$ cat src/rtl/fspa_ram.sv
// Generic single-write, single-read RAM with a registered read port.
module fspa_ram #(
	parameter int Width = 8,
	parameter int Depth = 16
) (
	input  logic                     clk,
	input  logic                     we,
	input  logic [$clog2(Depth)-1:0] waddr,
	input  logic [Width-1:0]         wdata,
	input  logic [$clog2(Depth)-1:0] raddr,
	output logic [Width-1:0]         rdata
);

	logic [Width-1:0] mem_q [Depth];
	logic [Width-1:0] rdata_q;

	// Write port and registered read port.
	always_ff @(posedge clk) begin
		if (we) begin
			mem_q[waddr] <= wdata;
		end
		rdata_q <= mem_q[raddr];
	end

	assign rdata = rdata_q;

endmodule

$ cat config.mk
export PLATFORM = sky130hd
export DESIGN_NAME = fspa_ram
export DESIGN_NICKNAME = d
export VERILOG_FILES = /design/src/rtl/fspa_ram.sv
export SDC_FILE = /design/constraint.sdc
export NUM_CORES = 1
export LEC_CHECK = 0
export BUFFER_PORTS_ARGS = -buffer_cell sky130_fd_sc_hd__buf_2
export CORE_UTILIZATION = 55
export CTS_BUF_LIST = sky130_fd_sc_hd__clkbuf_16
export DETAILED_ROUTE_END_ITERATION = 12
export HOLD_SLACK_MARGIN = 0.15
export PLACE_DENSITY_LB_ADDON = 0.2
export SYNTH_ARGS = -nofsm -noshare
export SYNTH_HDL_FRONTEND = slang
export SYNTH_SLANG_ARGS = --single-unit
$ cat constraint.sdc
create_clock -name clk -period 6.22 [get_ports clk]
set_clock_uncertainty 0.2 [all_clocks]
set_input_delay 1.244 -clock clk [delete_from_list [all_inputs] [get_ports clk]]
set_output_delay 1.244 -clock clk [all_outputs]
set_load 0.02 [all_outputs]
## Yosys cells after proc, flatten, opt, wreduce, memory -nomap -nowiden

Memory sizes are Yosys's and may differ from the RTL's. A register that Yosys moved wholly into a read port is not among the register bits.
Index checks and enable logic that the tools add are counted.

- Input port bits: 18
- RAM bits: 128
- Word-level logic and storage cells: 3
- Output and inout port bits: 8
- Memories kept: 1
- Flip-flop bits (word level): 0

Memories:

| memory | words | width | read ports | clocked after Yosys merged registers in | write ports | line | source |
|---|---|---|---|---|---|---|---|
| mem_q | 16 | 8 | 1 | 1 | 1 | 14 | `logic [Width-1:0] mem_q [Depth];` |

- Mux-type cells: 2

Operator list:

| kind | number |
|---|---|
| $mux 1 | 2 |

## Longest topological paths before layout

- Depth after elaboration: 2
- Depth in mapped cells: 5
- Gate-level depth less buffers: 3

## Worst setup path after synthesis

No wires, ideal clock.

- Path type: input to register
- Start: in waddr[2]
- End: mem mem_q[0][0] (enable)
- Library setup time: 0.383 ns
- Arrival time: 2.354 ns
- Path slack: 3.283 ns
- Cell stages on the path: 2
- Path buffers: 0
- Data required time: 5.637 ns
- Path through: or3b_2 -> nor3_1

RTL lines:

| element | line | source |
|---|---|---|
| start, declared | 8 | `input logic [$clog2(Depth)-1:0] waddr,` |
| end, declared | 14 |  |

No word-level cell before the write port.

## Final worst setup path

- Start: in waddr[2]
- End: mem mem_q[0][7] (enable)

No word-level cell before the write port.

==> metrics.csv <==
stage;metric;value;unit
pwr;VDD IR-drop max;0.179;mV
sta;Worst Max-Slew Pin Slew;1.13;ns
pwr;P_leak;2.00;nW
die;Initial Utilization;0.579;
clock_tree;clk_lat worst skew;0.40;ns
route;Vias;2368;
pwr;power density cells;347;nW/um^2
sta;fin crit period;2.94;ns
global_route;GRT overflow;0;
sta;Total Negative Setup Slacks;0;ns
global_route;vias in the first global route;2382;
clock_tree;Max Buffers Root-to-Sink;2;
clock_tree;post-CTS resize count;0;
critical_path;RR Endpoint;rdata[2];
sta;Pins Over Slew Limit;0;
logic_synthesis;Synth Register Bits;136;
clock_tree;CTS tree;yes;
layout;layout cells sized above 1;0.269;
logic_synthesis;largest cells by area after synthesis;edfxtp_1 75%, mux4_2 7.9%, mux4_1 7.1%;
critical_path;startpoint types;input port;
logic_synthesis;Mapped Area;5150;sq um
sta;Hold Vio Cnt, Final;0;
global_route;initial antenna violation count;0;
critical_path;Req. time, crit path;6.03;ns
clock_tree;hold_buf cts;0;
route;WL final;9330;um
clock_tree;CTS H-tree lvls;4;
logic_synthesis;sequential area share after synthesis;0.778;
sta;RSZ-0062 raised after global routing;false;
global_route;largest net degree at the start of global routing;33;
clock_tree;# clock sinks;136;
die;Die Wd;98.7;um
layout;n_diodes;0;
placed_design;cell total after placement;355;
logic_synthesis;EDFF count, synth;128;
logic_synthesis;top-count cell post-synth;edfxtp_1;
layout;Post-Layout Cell Count;387;
hold_path;worst hold path class;flip-flop to flip-flop;
route;post-DR wirelength/cell;24.1;um
logic_synthesis;Yosys top cell area share;0.747;
die;die area;9750;sq um
route;Vias per Instance;6.12;
critical_path;CP max stage cell;nor3_1;
layout;fin nets;284;
critical_path;slowest cell delay on critical path;0.88;ns
critical_path;critical path peak fanout;8;
sta;final setup violation count;0;
hold_path;Hold Path Depth;3;
logic_synthesis;leading area contributor after synthesis;edfxtp_1;
layout;area delta synth->final;14.6;%
hold_path;Hold EP;rdata[2];
layout;Final Util;0.663;
logic_synthesis;ys flop type;edfxtp_1;
critical_path;Buf/Inv on CP;1;
die;number of placed I/O pins;26;
route;Routed Antenna Nets;0;
run;MaxCap Viol Count;0;
logic_synthesis;Netlist cell types;19;
critical_path;R2R setup slack;4.61;ns
route;number of remaining DRC errors;0;
critical_path;CP cell instances;buf_2 > or3b_2 > nor3_1;
critical_path;critical path's top delay family;simple AND/OR/NAND/NOR gates;
placed_design;dpl hpwl;5440;um
sta;Max Clk Rate;341;MHz
placed_design;pre-CTS setup slack;2.85;ns
placed_design;IO buf count;25;
critical_path;Setup crit end kind;flip-flop;
clock_tree;CTS root buffer;clkbuf_16;
die;die span in y;98.7;um
die;row cnt;34;
critical_path;Critical Path AT;2.75;ns
logic_synthesis;Synth Area per Inst;22.5;sq um
outcome;status;finished clean;
critical_path;worst reg2reg path depth;3;
placed_design;Final Wtd Congestion;0.739;
clock_tree;post-CTS setup buffers;0;
logic_synthesis;Yosys warnings;0;
route;drt pass-1 iters;4;
clock_tree;Worst-path clk slew;0.05;ns
logic_synthesis;top cells by count, synth;128 x edfxtp_1, 18 x mux4_2, 16 x a22oi_1;
die;total core area;8890;sq um
hold_path;hold path start;mem_q[15][2];
global_route;global-route wire length before repair;14000;um
logic_synthesis;Async SR Flop Fraction;0;
sta;worst setup margin;3.28;ns
critical_path;critical path class;input port to flip-flop;
sta;Worst slew margin;0.240;
global_route;GRT Util Overall;0.210;
logic_synthesis;Syn Nets;247;
logic_synthesis;Cells after Synth;229;
sta;crit share post-route;0.472;
route;initial detailed-routing violation count;212;
clock_tree;TritonCTS Buffers;17;
critical_path;R2R Path Start;mem_q[2][2];
worst reg2reg max path, cell delays in order (launching register included):
cell and delay (ns):
edfxtp_1 0.36, mux4_1 0.53, a22oi_1 0.32, nand2_1 0.08
cell families (layout without fill, tap and decap cells):
logic type             count (synthesis)  after routing  synth area share
AO/OA/AOI/OAI                         16             16            0.0233
AND/OR/NAND/NOR                       35             35            0.0318
multiplexers                          32             32             0.150
flip-flops                           136            136             0.778
buffers and inverters                 10             60            0.0168
area by class of cell:
cell class              instances  area (sq um)
clock buffers                  17           425
clock inverters                15           123
fillers                       574          2990
multi-input cells              83          1060
flip-flops and latches        136          4000
well taps                     108           135
repair buffers                 28           148
per-layer routing:
metal	vias up	wire length, um	track usage
li1	1050	-	-
met1	1221	4080	0.297
met2	88	4590	0.329
met3	9	579	0.0560
met4	0	72	0.0620
met5	-	0	0
placed cells by master (no fill, tap or decap):
cell type / instances
nand2_1: 9
nor2_1: 13
mux4_1: 14
and2_1: 1
or3b_2: 1
a22oi_1: 16
and2b_1: 1
edfxtp_1: 128
inv_1: 3
clkinv_1: 2
buf_2: 25
nand3b_1: 2
bufinv_16: 2
nor2b_1: 1
clkbuf_16: 17
nand3_1: 1
dfxtp_1: 8
nand2b_1: 2
buf_4: 3
clkinv_4: 1
mux4_2: 18
clkinv_2: 7
nor3_2: 1
nor3_1: 3
worst max path at each step:
stage	cells past startpoint	endpoint	slack (ns)	start
after CTS	3	mem_q[0][1]	3.29	waddr[2]
after global routing	3	mem_q[0][7]	3.24	waddr[2]
final	3	mem_q[0][7]	3.28	waddr[2]
after detailed placement	3	mem_q[0][0]	2.85	waddr[2]
after global placement	3	mem_q[0][0]	2.88	waddr[2]
after floorplan	2	mem_q[0][0]	3.28	waddr[2]
metrics by stage:
stage / instance area (sq um) / power, mW / hold slack [ns]
after CTS: 5900 / 2.05 / 0.465
after detailed placement: 5350 / 1.14 / 0.455
after global placement: 5350 / 1.14 / 0.444
final: 5900 / 2.05 / 0.462
after global routing: 5900 / 2.10 / 0.489
after floorplan: 5150 / 1.11 / 0.429
report_power, final:
group	leakage, nW	switching (mW)	internal (mW)
logic	0.487	0.0590	0.0371
registers	1.22	0.00449	1.03
clock network	0.288	0.343	0.577
total	2.00	0.407	1.64
registers in the layout (all words and copies together), names as in the netlist:
| name | cells |
|---|---|
| rdata | 8 |
| mem_q | 128 |
Note: power is estimated with default switching activity, not from simulation.
